`src/siu_pkg.sv`:
```
package siu_pkg;

  localparam int OFFSET_BITS_DEF = 48;
  localparam int FIFO_DEPTH_DEF  = 4;

  localparam logic [31:0] SPARSE_MAGIC   = 32'hED26FF3A;
  localparam logic [15:0] TYPE_RAW       = 16'hCAC1;
  localparam logic [15:0] TYPE_FILL      = 16'hCAC2;
  localparam logic [15:0] TYPE_DONT_CARE = 16'hCAC3;
  localparam logic [15:0] TYPE_CRC32     = 16'hCAC4;

  localparam logic [1:0] KIND_WRITE  = 2'd0;
  localparam logic [1:0] KIND_FINISH = 2'd1;
  localparam logic [1:0] KIND_ERROR  = 2'd2;

  localparam logic [1:0] ERR_NONE    = 2'd0;
  localparam logic [1:0] ERR_VERSION = 2'd1;
  localparam logic [1:0] ERR_SIZE    = 2'd2;
  localparam logic [1:0] ERR_CHUNK   = 2'd3;

  typedef enum logic [1:0] {
    TAIL_NONE   = 2'd0,
    TAIL_FINISH = 2'd1,
    TAIL_ERROR  = 2'd2
  } tail_t;

  // one request into the queue: a run of writes, then an optional status result
  typedef struct packed {
    logic [2:0]      n_writes;
    logic [3:0][7:0] bytes;
    tail_t           tail;
    logic [1:0]      err;
  } cmd_t;

  localparam int CMD_BITS = $bits(cmd_t);

  function automatic logic [31:0] lane32(logic [31:0] d, logic [1:0] idx, logic [7:0] b);
    logic [31:0] r;
    r = d;
    r[8*idx +: 8] = b;
    return r;
  endfunction

  function automatic logic [15:0] lane16(logic [15:0] d, logic idx, logic [7:0] b);
    logic [15:0] r;
    r = d;
    r[8*idx +: 8] = b;
    return r;
  endfunction

endpackage

```
`src/siu_cmd_fifo.sv`:
```
module siu_cmd_fifo #(
  parameter int WIDTH = siu_pkg::CMD_BITS,
  parameter int DEPTH = siu_pkg::FIFO_DEPTH_DEF
) (
  input  logic             clk,
  input  logic             rst_n,
  input  logic             push,
  input  logic [WIDTH-1:0] push_data,
  input  logic             pop,
  output logic [WIDTH-1:0] head_data,
  output logic             empty,
  output logic             full
);
  localparam int AW = (DEPTH > 1) ? $clog2(DEPTH) : 1;

  logic [WIDTH-1:0] mem_r [DEPTH];
  logic [AW-1:0]    wr_r, wr_nxt, rd_r, rd_nxt;
  logic [AW:0]      cnt_r, cnt_nxt;

  assign empty     = (cnt_r == '0);
  assign full      = (cnt_r == (AW+1)'(DEPTH));
  assign head_data = mem_r[rd_r];

  always_comb begin
    wr_nxt  = wr_r;
    rd_nxt  = rd_r;
    cnt_nxt = cnt_r;
    if (push) begin
      wr_nxt = (wr_r == AW'(DEPTH-1)) ? '0 : wr_r + 1'b1;
    end
    if (pop) begin
      rd_nxt = (rd_r == AW'(DEPTH-1)) ? '0 : rd_r + 1'b1;
    end
    if (push && !pop) begin
      cnt_nxt = cnt_r + 1'b1;
    end else if (pop && !push) begin
      cnt_nxt = cnt_r - 1'b1;
    end
  end

  always_ff @(posedge clk) begin
    if (!rst_n) begin
      wr_r  <= '0;
      rd_r  <= '0;
      cnt_r <= '0;
    end else begin
      wr_r  <= wr_nxt;
      rd_r  <= rd_nxt;
      cnt_r <= cnt_nxt;
    end
  end

  always_ff @(posedge clk) begin
    if (push) begin
      mem_r[wr_r] <= push_data;
    end
  end
endmodule

```
`src/siu_front.sv`:
```
module siu_front #(
  parameter int OFFSET_BITS = siu_pkg::OFFSET_BITS_DEF
) (
  input  logic                   clk,
  input  logic                   rst_n,
  input  logic                   accept,
  input  logic [7:0]             data_byte,
  input  logic                   end_of_image,
  input  logic [47:0]            part_bytes,
  output logic                   push,
  output siu_pkg::cmd_t          cmd,
  output logic [OFFSET_BITS-1:0] cmd_offset
);
  localparam int OB = OFFSET_BITS;
  localparam int CW = (OB > 48) ? OB : 48;
  localparam logic [OB-1:0] OMASK = '1;

  typedef enum logic [7:0] {
    PH_MAGIC   = 8'b0000_0001,
    PH_PLAIN   = 8'b0000_0010,
    PH_HDR     = 8'b0000_0100,
    PH_SKIPHDR = 8'b0000_1000,
    PH_CHUNK   = 8'b0001_0000,
    PH_RAW     = 8'b0010_0000,
    PH_SKIPCRC = 8'b0100_0000,
    PH_DONE    = 8'b1000_0000
  } phase_t;

  phase_t        phase_r, phase_nxt;
  logic [4:0]    pos_r, pos_nxt;
  logic [31:0]   magic_r, magic_nxt;
  logic [15:0]   fhl_r, fhl_nxt;
  logic [31:0]   bl_r, bl_nxt, bt_r, bt_nxt, cl_r, cl_nxt;
  logic [15:0]   ct_r, ct_nxt;
  logic [31:0]   cb_r, cb_nxt;
  logic [63:0]   left_r, left_nxt;
  logic [OB-1:0] off_r, off_nxt;
  logic [63:0]   prod_r;

  logic [CW-1:0] lim;
  logic          off_ok;
  logic [31:0]   mag_new;
  logic [2:0]    flush_n;
  logic          do_flush;
  logic          nc_req;
  logic [31:0]   nc_cnt;
  logic [OB-1:0] room;

  // shared multiplier: header total size, then chunk length
  always_ff @(posedge clk) begin
    prod_r <= bl_r * ((phase_r == PH_HDR) ? bt_r : cb_r);
  end

  always_comb begin
    lim = (CW'(part_bytes) < CW'(OMASK)) ? CW'(part_bytes) : CW'(OMASK);
    off_ok = CW'(off_r) < lim;
    mag_new = siu_pkg::lane32(magic_r, pos_r[1:0], data_byte);
    room = OMASK - off_r;
  end

  always_comb begin
    phase_nxt = phase_r;
    pos_nxt   = pos_r;
    magic_nxt = magic_r;
    fhl_nxt   = fhl_r;
    bl_nxt    = bl_r;
    bt_nxt    = bt_r;
    cl_nxt    = cl_r;
    ct_nxt    = ct_r;
    cb_nxt    = cb_r;
    left_nxt  = left_r;
    off_nxt   = off_r;
    cmd          = '0;
    cmd.tail     = siu_pkg::TAIL_NONE;
    cmd_offset   = off_r;
    do_flush  = 1'b0;
    flush_n   = 3'd0;
    nc_req    = 1'b0;
    nc_cnt    = cl_r;

    unique case (phase_r)
      PH_MAGIC: begin
        magic_nxt = mag_new;
        pos_nxt   = pos_r + 1'b1;
        if (pos_r >= 5'd3) begin
          if (mag_new == siu_pkg::SPARSE_MAGIC) begin
            phase_nxt = PH_HDR;
            magic_nxt = '0;
          end else begin
            do_flush = 1'b1;
            flush_n  = 3'd4;
          end
        end else if (end_of_image) begin
          do_flush = 1'b1;
          flush_n  = 3'(pos_r) + 3'd1;
        end
      end
      PH_PLAIN, PH_RAW: begin
        if (off_ok) begin
          cmd.n_writes = 3'd1;
          cmd.bytes[0] = data_byte;
          off_nxt      = off_r + 1'b1;
          if (phase_r == PH_RAW) begin
            if (left_r <= 64'd1) begin
              nc_req = 1'b1;
              nc_cnt = cl_r - 1'b1;
            end else begin
              left_nxt = left_r - 1'b1;
            end
          end
        end else begin
          cmd.tail  = siu_pkg::TAIL_ERROR;
          cmd.err   = siu_pkg::ERR_SIZE;
          phase_nxt = PH_DONE;
        end
      end
      PH_HDR: begin
        pos_nxt = pos_r + 1'b1;
        if (pos_r == 5'd4 || pos_r == 5'd5) begin
          magic_nxt = siu_pkg::lane32(magic_r, pos_r[1:0], data_byte);
          if (pos_r == 5'd5 && magic_nxt != 32'd1) begin
            cmd.tail  = siu_pkg::TAIL_ERROR;
            cmd.err   = siu_pkg::ERR_VERSION;
            phase_nxt = PH_DONE;
          end
        end else if (pos_r == 5'd8 || pos_r == 5'd9) begin
          fhl_nxt = siu_pkg::lane16(fhl_r, pos_r[0], data_byte);
        end else if (pos_r >= 5'd12 && pos_r <= 5'd15) begin
          bl_nxt = siu_pkg::lane32(bl_r, pos_r[1:0], data_byte);
        end else if (pos_r >= 5'd16 && pos_r <= 5'd19) begin
          bt_nxt = siu_pkg::lane32(bt_r, pos_r[1:0], data_byte);
        end else if (pos_r >= 5'd20 && pos_r <= 5'd23) begin
          cl_nxt = siu_pkg::lane32(cl_r, pos_r[1:0], data_byte);
          if (pos_r == 5'd23 && prod_r > 64'(part_bytes)) begin
            cmd.tail  = siu_pkg::TAIL_ERROR;
            cmd.err   = siu_pkg::ERR_SIZE;
            phase_nxt = PH_DONE;
          end
        end
        if (pos_r >= 5'd27) begin
          if (fhl_r > 16'd28) begin
            left_nxt  = 64'(fhl_r - 16'd28);
            phase_nxt = PH_SKIPHDR;
          end else begin
            nc_req = 1'b1;
          end
        end
      end
      PH_SKIPHDR, PH_SKIPCRC: begin
        if (left_r <= 64'd1) begin
          nc_req = 1'b1;
          if (phase_r == PH_SKIPCRC) begin
            nc_cnt = cl_r - 1'b1;
          end
        end else begin
          left_nxt = left_r - 1'b1;
        end
      end
      PH_CHUNK: begin
        pos_nxt = pos_r + 1'b1;
        if (pos_r <= 5'd1) begin
          ct_nxt = siu_pkg::lane16(ct_r, pos_r[0], data_byte);
        end else if (pos_r >= 5'd4 && pos_r <= 5'd7) begin
          cb_nxt = siu_pkg::lane32(cb_r, pos_r[1:0], data_byte);
        end
        if (pos_r >= 5'd11) begin
          if (ct_r == siu_pkg::TYPE_RAW) begin
            if (prod_r == 64'd0) begin
              nc_req = 1'b1;
              nc_cnt = cl_r - 1'b1;
            end else begin
              left_nxt  = prod_r;
              phase_nxt = PH_RAW;
            end
          end else if (ct_r == siu_pkg::TYPE_DONT_CARE) begin
            off_nxt = (prod_r > 64'(room)) ? OMASK : off_r + OB'(prod_r);
            nc_req  = 1'b1;
            nc_cnt  = cl_r - 1'b1;
          end else if (ct_r == siu_pkg::TYPE_CRC32) begin
            left_nxt  = 64'd4;
            phase_nxt = PH_SKIPCRC;
          end else begin
            cmd.tail  = siu_pkg::TAIL_ERROR;
            cmd.err   = siu_pkg::ERR_CHUNK;
            phase_nxt = PH_DONE;
          end
        end
      end
      PH_DONE: begin
      end
      default: begin
      end
    endcase

    // spill of held-back bytes at offsets from zero, with a size error if the partition is too small
    if (do_flush) begin
      phase_nxt    = PH_PLAIN;
      cmd_offset   = '0;
      cmd.bytes    = mag_new;
      if (lim < CW'(flush_n)) begin
        cmd.n_writes = lim[2:0];
        cmd.tail     = siu_pkg::TAIL_ERROR;
        cmd.err      = siu_pkg::ERR_SIZE;
        phase_nxt    = PH_DONE;
      end else begin
        cmd.n_writes = flush_n;
      end
      off_nxt = OB'(cmd.n_writes);
    end

    if (nc_req) begin
      cl_nxt = nc_cnt;
      if (nc_cnt == 32'd0) begin
        cmd.tail  = siu_pkg::TAIL_FINISH;
        phase_nxt = PH_DONE;
      end else begin
        phase_nxt = PH_CHUNK;
        pos_nxt   = '0;
        ct_nxt    = '0;
        cb_nxt    = '0;
      end
    end

    if (end_of_image) begin
      if (phase_nxt != PH_DONE) begin
        cmd.tail = siu_pkg::TAIL_FINISH;
      end
      phase_nxt = PH_MAGIC;
      pos_nxt   = '0;
      magic_nxt = '0;
      fhl_nxt   = '0;
      bl_nxt    = '0;
      bt_nxt    = '0;
      cl_nxt    = '0;
      ct_nxt    = '0;
      cb_nxt    = '0;
      left_nxt  = '0;
      off_nxt   = '0;
    end

    push = accept && (cmd.n_writes != 3'd0 || cmd.tail != siu_pkg::TAIL_NONE);
  end

  always_ff @(posedge clk) begin
    if (!rst_n) begin
      phase_r <= PH_MAGIC;
      pos_r   <= '0;
      magic_r <= '0;
      fhl_r   <= '0;
      bl_r    <= '0;
      bt_r    <= '0;
      cl_r    <= '0;
      ct_r    <= '0;
      cb_r    <= '0;
      left_r  <= '0;
      off_r   <= '0;
    end else if (accept) begin
      phase_r <= phase_nxt;
      pos_r   <= pos_nxt;
      magic_r <= magic_nxt;
      fhl_r   <= fhl_nxt;
      bl_r    <= bl_nxt;
      bt_r    <= bt_nxt;
      cl_r    <= cl_nxt;
      ct_r    <= ct_nxt;
      cb_r    <= cb_nxt;
      left_r  <= left_nxt;
      off_r   <= off_nxt;
    end
  end
endmodule

```
`src/siu_back.sv`:
```
module siu_back #(
  parameter int OFFSET_BITS = siu_pkg::OFFSET_BITS_DEF
) (
  input  logic                   clk,
  input  logic                   rst_n,
  input  logic                   q_empty,
  input  siu_pkg::cmd_t          q_cmd,
  input  logic [OFFSET_BITS-1:0] q_offset,
  output logic                   q_pop,
  output logic                   out_valid,
  input  logic                   out_ready,
  output logic [1:0]             out_kind,
  output logic [47:0]            out_write_offset,
  output logic [7:0]             out_write_byte,
  output logic [1:0]             out_error_code,
  output logic                   out_last_result
);
  logic [2:0]  idx_r, idx_nxt;
  logic        vld_r, vld_nxt;
  logic [1:0]  kind_r, kind_nxt, err_r, err_nxt;
  logic [47:0] off_r, off_nxt;
  logic [7:0]  byte_r, byte_nxt;
  logic        last_r, last_nxt;
  logic [2:0]  total;
  logic        load;

  always_comb begin
    total = q_cmd.n_writes + ((q_cmd.tail != siu_pkg::TAIL_NONE) ? 3'd1 : 3'd0);
    load  = !q_empty && (!vld_r || out_ready);
    q_pop = load && (idx_r == total - 3'd1);
    idx_nxt  = idx_r;
    vld_nxt  = vld_r && !out_ready;
    kind_nxt = kind_r;
    err_nxt  = err_r;
    off_nxt  = off_r;
    byte_nxt = byte_r;
    last_nxt = last_r;
    if (load) begin
      vld_nxt  = 1'b1;
      idx_nxt  = q_pop ? 3'd0 : idx_r + 3'd1;
      last_nxt = q_pop;
      if (idx_r < q_cmd.n_writes) begin
        kind_nxt = siu_pkg::KIND_WRITE;
        err_nxt  = siu_pkg::ERR_NONE;
        off_nxt  = 48'(q_offset + OFFSET_BITS'(idx_r));
        byte_nxt = q_cmd.bytes[idx_r[1:0]];
      end else begin
        kind_nxt = (q_cmd.tail == siu_pkg::TAIL_ERROR) ? siu_pkg::KIND_ERROR
                                                        : siu_pkg::KIND_FINISH;
        err_nxt  = (q_cmd.tail == siu_pkg::TAIL_ERROR) ? q_cmd.err : siu_pkg::ERR_NONE;
        off_nxt  = '0;
        byte_nxt = '0;
      end
    end
  end

  always_ff @(posedge clk) begin
    if (!rst_n) begin
      idx_r <= '0;
      vld_r <= 1'b0;
    end else begin
      idx_r <= idx_nxt;
      vld_r <= vld_nxt;
    end
  end

  always_ff @(posedge clk) begin
    kind_r <= kind_nxt;
    err_r  <= err_nxt;
    off_r  <= off_nxt;
    byte_r <= byte_nxt;
    last_r <= last_nxt;
  end

  assign out_valid        = vld_r;
  assign out_kind         = kind_r;
  assign out_write_offset = off_r;
  assign out_write_byte   = byte_r;
  assign out_error_code   = err_r;
  assign out_last_result  = last_r;
endmodule

```
`src/sparse_image_unpacker.sv`:
```
// Sparse image unpacker: turns an image byte stream into partition writes.
// Input channel in_*: one image byte a request, in_end_of_image on the last.
// Output channel out_*: one result a request (write, finished or error);
//   out_last_result marks the final result caused by one input byte.
// Config channel cfg_*: partition size in bytes, always ready; write only
//   while the block is idle. Resets to all ones.
// Throughput: one input byte a cycle while each byte gives at most one
//   result and out_ready is high; the held-back magic bytes of a plain
//   image come out as up to five results, one a cycle while out_ready is
//   high, from the result sequencer. A byte is decoded and queued at the
//   edge that accepts it; the sequencer then loads the output register
//   from the queue head.
// A stalled receiver holds the output register; the command queue
//   (FIFO_DEPTH entries) absorbs bytes until full, then in_ready drops.
// Reset (synchronous, rst_n low) empties the queue and output, and arms
//   magic detection for a new image at offset zero.
module sparse_image_unpacker #(
  parameter int OFFSET_BITS = siu_pkg::OFFSET_BITS_DEF,
  parameter int FIFO_DEPTH  = siu_pkg::FIFO_DEPTH_DEF
) (
  input  logic        clk,
  input  logic        rst_n,
  input  logic        in_valid,
  output logic        in_ready,
  input  logic [7:0]  in_data_byte,
  input  logic        in_end_of_image,
  output logic        out_valid,
  input  logic        out_ready,
  output logic [1:0]  out_kind,
  output logic [47:0] out_write_offset,
  output logic [7:0]  out_write_byte,
  output logic [1:0]  out_error_code,
  output logic        out_last_result,
  input  logic        cfg_valid,
  output logic        cfg_ready,
  input  logic [47:0] cfg_partition_bytes
);
  localparam int QW = siu_pkg::CMD_BITS + OFFSET_BITS;

  logic [47:0]            part_r;
  logic                   accept, push, pop, q_empty, q_full;
  siu_pkg::cmd_t          f_cmd, q_cmd;
  logic [OFFSET_BITS-1:0] f_off, q_off;
  logic [QW-1:0]          q_head;

  assign cfg_ready = 1'b1;

  always_ff @(posedge clk) begin
    if (!rst_n) begin
      part_r <= '1;
    end else if (cfg_valid) begin
      part_r <= cfg_partition_bytes;
    end
  end

  assign in_ready = !q_full;
  assign accept   = in_valid && in_ready;

  // front: parses the byte stream, tracks the running offset
  siu_front #(.OFFSET_BITS(OFFSET_BITS)) u_front (
    .clk          (clk),
    .rst_n        (rst_n),
    .accept       (accept),
    .data_byte    (in_data_byte),
    .end_of_image (in_end_of_image),
    .part_bytes   (part_r),
    .push         (push),
    .cmd          (f_cmd),
    .cmd_offset   (f_off)
  );

  siu_cmd_fifo #(.WIDTH(QW), .DEPTH(FIFO_DEPTH)) u_queue (
    .clk       (clk),
    .rst_n     (rst_n),
    .push      (push),
    .push_data ({f_cmd, f_off}),
    .pop       (pop),
    .head_data (q_head),
    .empty     (q_empty),
    .full      (q_full)
  );

  assign q_cmd = siu_pkg::cmd_t'(q_head[QW-1:OFFSET_BITS]);
  assign q_off = q_head[OFFSET_BITS-1:0];

  // back: expands each queued request into results
  siu_back #(.OFFSET_BITS(OFFSET_BITS)) u_back (
    .clk              (clk),
    .rst_n            (rst_n),
    .q_empty          (q_empty),
    .q_cmd            (q_cmd),
    .q_offset         (q_off),
    .q_pop            (pop),
    .out_valid        (out_valid),
    .out_ready        (out_ready),
    .out_kind         (out_kind),
    .out_write_offset (out_write_offset),
    .out_write_byte   (out_write_byte),
    .out_error_code   (out_error_code),
    .out_last_result  (out_last_result)
  );
endmodule
```
`config.mk`:
```
export PLATFORM = sky130hd
export DESIGN_NAME = sparse_image_unpacker
export DESIGN_NICKNAME = d
export VERILOG_FILES = /design/src/siu_pkg.sv /design/src/siu_cmd_fifo.sv /design/src/siu_front.sv /design/src/siu_back.sv /design/src/sparse_image_unpacker.sv
export SDC_FILE = /design/constraint.sdc
export NUM_CORES = 2
export LEC_CHECK = 0
export ABC_AREA = 1
export BUFFER_PORTS_ARGS = -buffer_cell sky130_fd_sc_hd__buf_4
export CORE_MARGIN = 10
export CORE_UTILIZATION = 64
export DETAILED_ROUTE_END_ITERATION = 12
export GPL_TIMING_DRIVEN = 0
export PLACE_DENSITY = 0.81
export SLEW_MARGIN = 20
export SYNTH_ARGS = -nofsm -noshare
export SYNTH_HDL_FRONTEND = slang
export SYNTH_SLANG_ARGS = --single-unit
```
`constraint.sdc`:
```
create_clock -name clk -period 9.8 [get_ports clk]
set_input_delay 0.49 -clock clk [delete_from_list [all_inputs] [get_ports clk]]
set_output_delay 0.49 -clock clk [all_outputs]
set_load 0.03 [all_outputs]
```
==> summary.md <==
The tools report the count of pins over their slew limit as 0. The total track usage is 45.8%, and the largest net degree at the start of global routing is 32. Yosys instantiated no cell more often than nand2_1.

The final reports fail on negative hold slack. Share of the cycle needed by the critical path after routing: 99.0%. After clock tree synthesis, the clock-pin slew on the worst setup and hold paths is 70 ps. The tools report the end point of the critical path as u_front.prod_r[63].

The run gives 1 as the final hold violation count. Launching element type of the critical path: a flop. The data required time of the worst path was 10420 ps; the number of flops mapped to enable cells by yosys was 409. The capture instance of the worst register-to-register path was u_front.prod_r[63]. Clock tree synthesis selected as its root buffer the cell clkbuf_16. Measured against its own limit, the worst slew margin works out to 15.2%. The hold slack is -2.46 ps, and the mean area per synthesized cell is 7.76 um^2. Cells fill 70.5% of the core in the end. Clock latency on the worst-skew pair, taken at its later pin, is 740 ps. Based on the critical path, the design can be clocked at up to 103 MHz. The worst-case reg-to-reg path depth was 38. TritonCTS built the clock tree.

The run finished, with violations left. Across the run, the number of max-cap violations was 0. Area used by sequential logic in the layout: 0.0211 mm^2. The worst clock skew was 75.5 ps; the total routed wirelength was 331000 um. The non-filler instance count after layout is 12500, and the area overhead of the layout relative to synthesis is 9.46%. The path class of the tightest hold or removal check is input port to flop. The first detailed-routing pass ran for 9 iterations. The number of placed instances, taps included, is 12200. The signal arrival time at the worst endpoint was 10320 ps; the total number of H-tree levels was 3. The total area inside the core boundary comes to 0.126 mm^2. The die footprint came out at 0.141 mm^2. For this run, asynchronously set or reset flops after synthesis account for 0%. The post-detailed-route DRC marker count was 0; the number of failing setup endpoints in the final timing report was 0. Sum of net half-perimeters after detailed placement: 260000 um.

The logs give 26.1% for the sequential cell area fraction in the yosys report and 484000 um for the wire length of the first global-routing pass. The detailed-route vias per instance was 6.39; the number of clock sinks was 851. No sink is reached through more buffers than the 3 on the longest clock path. The number of nets in the synthesized netlist is 11800. The tools report the number of buffers inserted during clock tree synthesis as 85.

The total power per unit cell area is 143 mW/mm^2, and the number of buffers and inverters on the critical path is 12. The residual overflow from global routing came out at 0. Start point of the critical path: u_front.phase_r[6]. In this run the core area contains 130 standard-cell rows. The run gives 0.0847 mm^2 as the total cell area at the placement stage. Total negative slack for setup checks: 0 ps. For the pin with the worst max-slew slack, the measured transition is 1270 ps. For the effective utilization at floorplan, the log shows 64.4%. The post-layout minimum cycle time came out at 9700 ps. 126 I/O pins were placed. The layout has 9843 filler cells. The via count is 79500.

The finished cells cover 0.0887 mm^2. The commonest cells after synthesis are nand2_1, inv_1, nor2_1, fa_1, a21oi_1. For this run, the post-layout net count is 12100. The logs give 10400 for the synthesized instance count and 77900 for the number of global-route vias before repair.

Synthesis inferred 851 register bits. The DRC marker count from the first detailed-route iteration is 11700. The top cell type by area accounts for 22.2% of the synthesized area. Of the cells placed in the final design, the portion with a size suffix greater than 1 is 6.27%. For this run, the leading register cell type out of synthesis is dfxtp_1. Counting buffers and inverters, the worst setup path is 38 cells deep. Ranked by total cell area, the synthesized netlist is headed by fa_1, edfxtp_1, dfxtp_1. The logs give 100 ps for the worst setup slack for register-to-register paths and 0.0810 mm^2 for the mapped cell area. The floorplan step set the die height to 376 um.

Port buffering added 119 buffers. The die span in x came out at 376 um. The post-placement worst setup slack is -1770 ps, and the largest incremental delay on the critical path is 650 ps. VDD sags by at most 158 uV. Number of antenna violations at the first check in global routing: 20.

The multi-input combinational cells in the finished layout cover a total of 0.0517 mm^2. The critical path is of the flop to flop type. The run gives 99.3 ps as the minimum setup slack in the final design. Of all nets on the critical path, the largest fanout is 10. The worst reg2reg path startpoint was u_front.phase_r[6].

Routability congestion estimate from global placement: 1.11. Of all cell types, the one taking the most synthesized area is fa_1. In this design, the critical path's most frequently occurring cell is inv_1. The average wire per cell in the routed design works out to 26.6 um.

The worst hold path begins at cfg_partition_bytes[27]. For this run, the number of Yosys warnings is 0. The analysis attributes to cell leakage a power of 40.5 nW.

The cell with the biggest individual delay on the critical path is fa_2. The element type at the critical path end is a flop. The kind of cell with the highest combined delay along the critical path is adder cells.

The post-detailed-route count of antenna-violating nets is 0. Counting distinct cell types in the post-synthesis netlist gives 71.
## cells by family (layout without fill, tap and decap cells)
group           after synthesis  in the layout  share of synthesized area [%]
compound gates             1636           1636                           11.5
xor+xnor                    151            151                           1.63
fa+ha+maj                  1333           1333                           28.9
buf+inv                    2268           2609                           10.7
flops                       851            851                           26.1
other cells                   1             20                        0.00463
simple gates               4200           4200                           21.2
## what timing repair did
action / 4_1_cts / 5_1_grt
buffers inserted: 16 / 14
resized for setup: 143 / 131
hold buffers: 18 / 0
hold endpoints to repair: 18 / 0
endpoints found under the setup margin: 37 / 23
pin swaps: 11 / 11
## how the worst min path moves through the flow
stage	end	slack [ps]	depth (start not counted)
6_report	part_r[27]	-2	3
5_1_grt	part_r[1]	30	3
4_1_cts	part_r[1]	2	3
3_5_place_dp	u_front.bt_r[3]	450	2
3_3_place_gp	u_front.bt_r[29]	450	2
2_1_floorplan	u_front.bt_r[12]	440	2
## report_power, final
part	total, mW	internal (mW)	switching (mW)
Combinational	4.57	1.25	3.32
Clock	3.49	1.92	1.57
Sequential	4.65	4.33	0.326
Total	12.7	7.49	5.23
## worst register-to-register path, delay by kind of cell (launching register included)
family / cells / cell delay, ps
compound gates: 5 / 1290
buf+inv: 12 / 1760
xor+xnor: 1 / 270
flops: 1 / 360
fa+ha+maj: 9 / 4260
simple gates: 11 / 1660
## stage by stage
stage          total power, mW  hold slack [ps]
4_1_cts                   12.4             2.29
2_1_floorplan             7.33              438
5_1_grt                   13.1             26.4
6_report                  12.7            -2.46
3_3_place_gp              8.75              445
3_5_place_dp              8.97              450
## flip-flops by register name (all words and copies together), names as in the netlist, 2 cells and up, named ones only
signal                   flops
part_r                      48
u_back.idx_r                 3
u_back.out_error_code        2
u_back.out_kind              2
u_back.out_write_byte        8
u_back.out_write_offset     48
u_front.bl_r                32
u_front.bt_r                32
u_front.cb_r                32
u_front.cl_r                32
u_front.ct_r                16
u_front.fhl_r               16
u_front.left_r              64
u_front.magic_r             32
u_front.off_r               48
u_front.phase_r              8
u_front.pos_r                5
u_front.prod_r              64
u_queue.cnt_r                3
u_queue.mem_r              348
u_queue.rd_r                 2
u_queue.wr_r                 2
## metal layers
metal	vias up	global-route usage (%)	part of all wire [%]
met5	-	0.343	0.048
met4	14	40.9	11
met3	1913	14.6	13
met2	6379	70.2	43
met1	37500	51.1	32
li1	33700	-	-
## placed cells by master (no fill, tap or decap), types with 20 or more instances in the layout
master | netlist | layout
nand2_1 | 2198 | 2196
inv_1 | 1755 | 1746
nor2_1 | 1252 | 1245
fa_1 | 899 | 889
a21oi_1 | 693 | 689
o21ai_0 | 462 | 451
dfxtp_1 | 442 | 441
ha_1 | 434 | 426
edfxtp_1 | 409 | 409
nand3_1 | 354 | 353
clkbuf_1 | 383 | 304
buf_4 | 7 | 160
nand4_1 | 129 | 129
xor2_1 | 101 | 101
nor3_1 | 95 | 93
clkbuf_16 | 0 | 86
a31oi_1 | 84 | 82
a211oi_1 | 59 | 59
o211ai_1 | 53 | 53
or2_2 | 51 | 51
buf_2 | 47 | 50
xnor2_1 | 50 | 50
o22ai_1 | 41 | 41
clkbuf_2 | 0 | 37
nor4_1 | 38 | 37
o221ai_1 | 33 | 33
nor2_2 | 31 | 32
o31ai_1 | 29 | 28
clkinv_1 | 28 | 26
a32oi_1 | 24 | 24
o21ai_1 | 44 | 24
buf_1 | 24 | 23
clkbuf_4 | 0 | 21
o21ai_4 | 0 | 20
clkinv_2 | 0 | 20
## layout make-up
type | count | share of cell area, %
Buffer | 464 | 2.47
Multi-Input combinational cell | 7321 | 58.3
Tap cell | 1650 | 2.33
Clock buffer | 99 | 2.55
Clock inverter | 55 | 0.738
Timing Repair Buffer | 193 | 2.10
Inverter | 1798 | 7.66
Sequential cell | 851 | 23.8
Antenna cell | 19 | 0.0536
No activity file was read; power rests on OpenSTA's default activity.
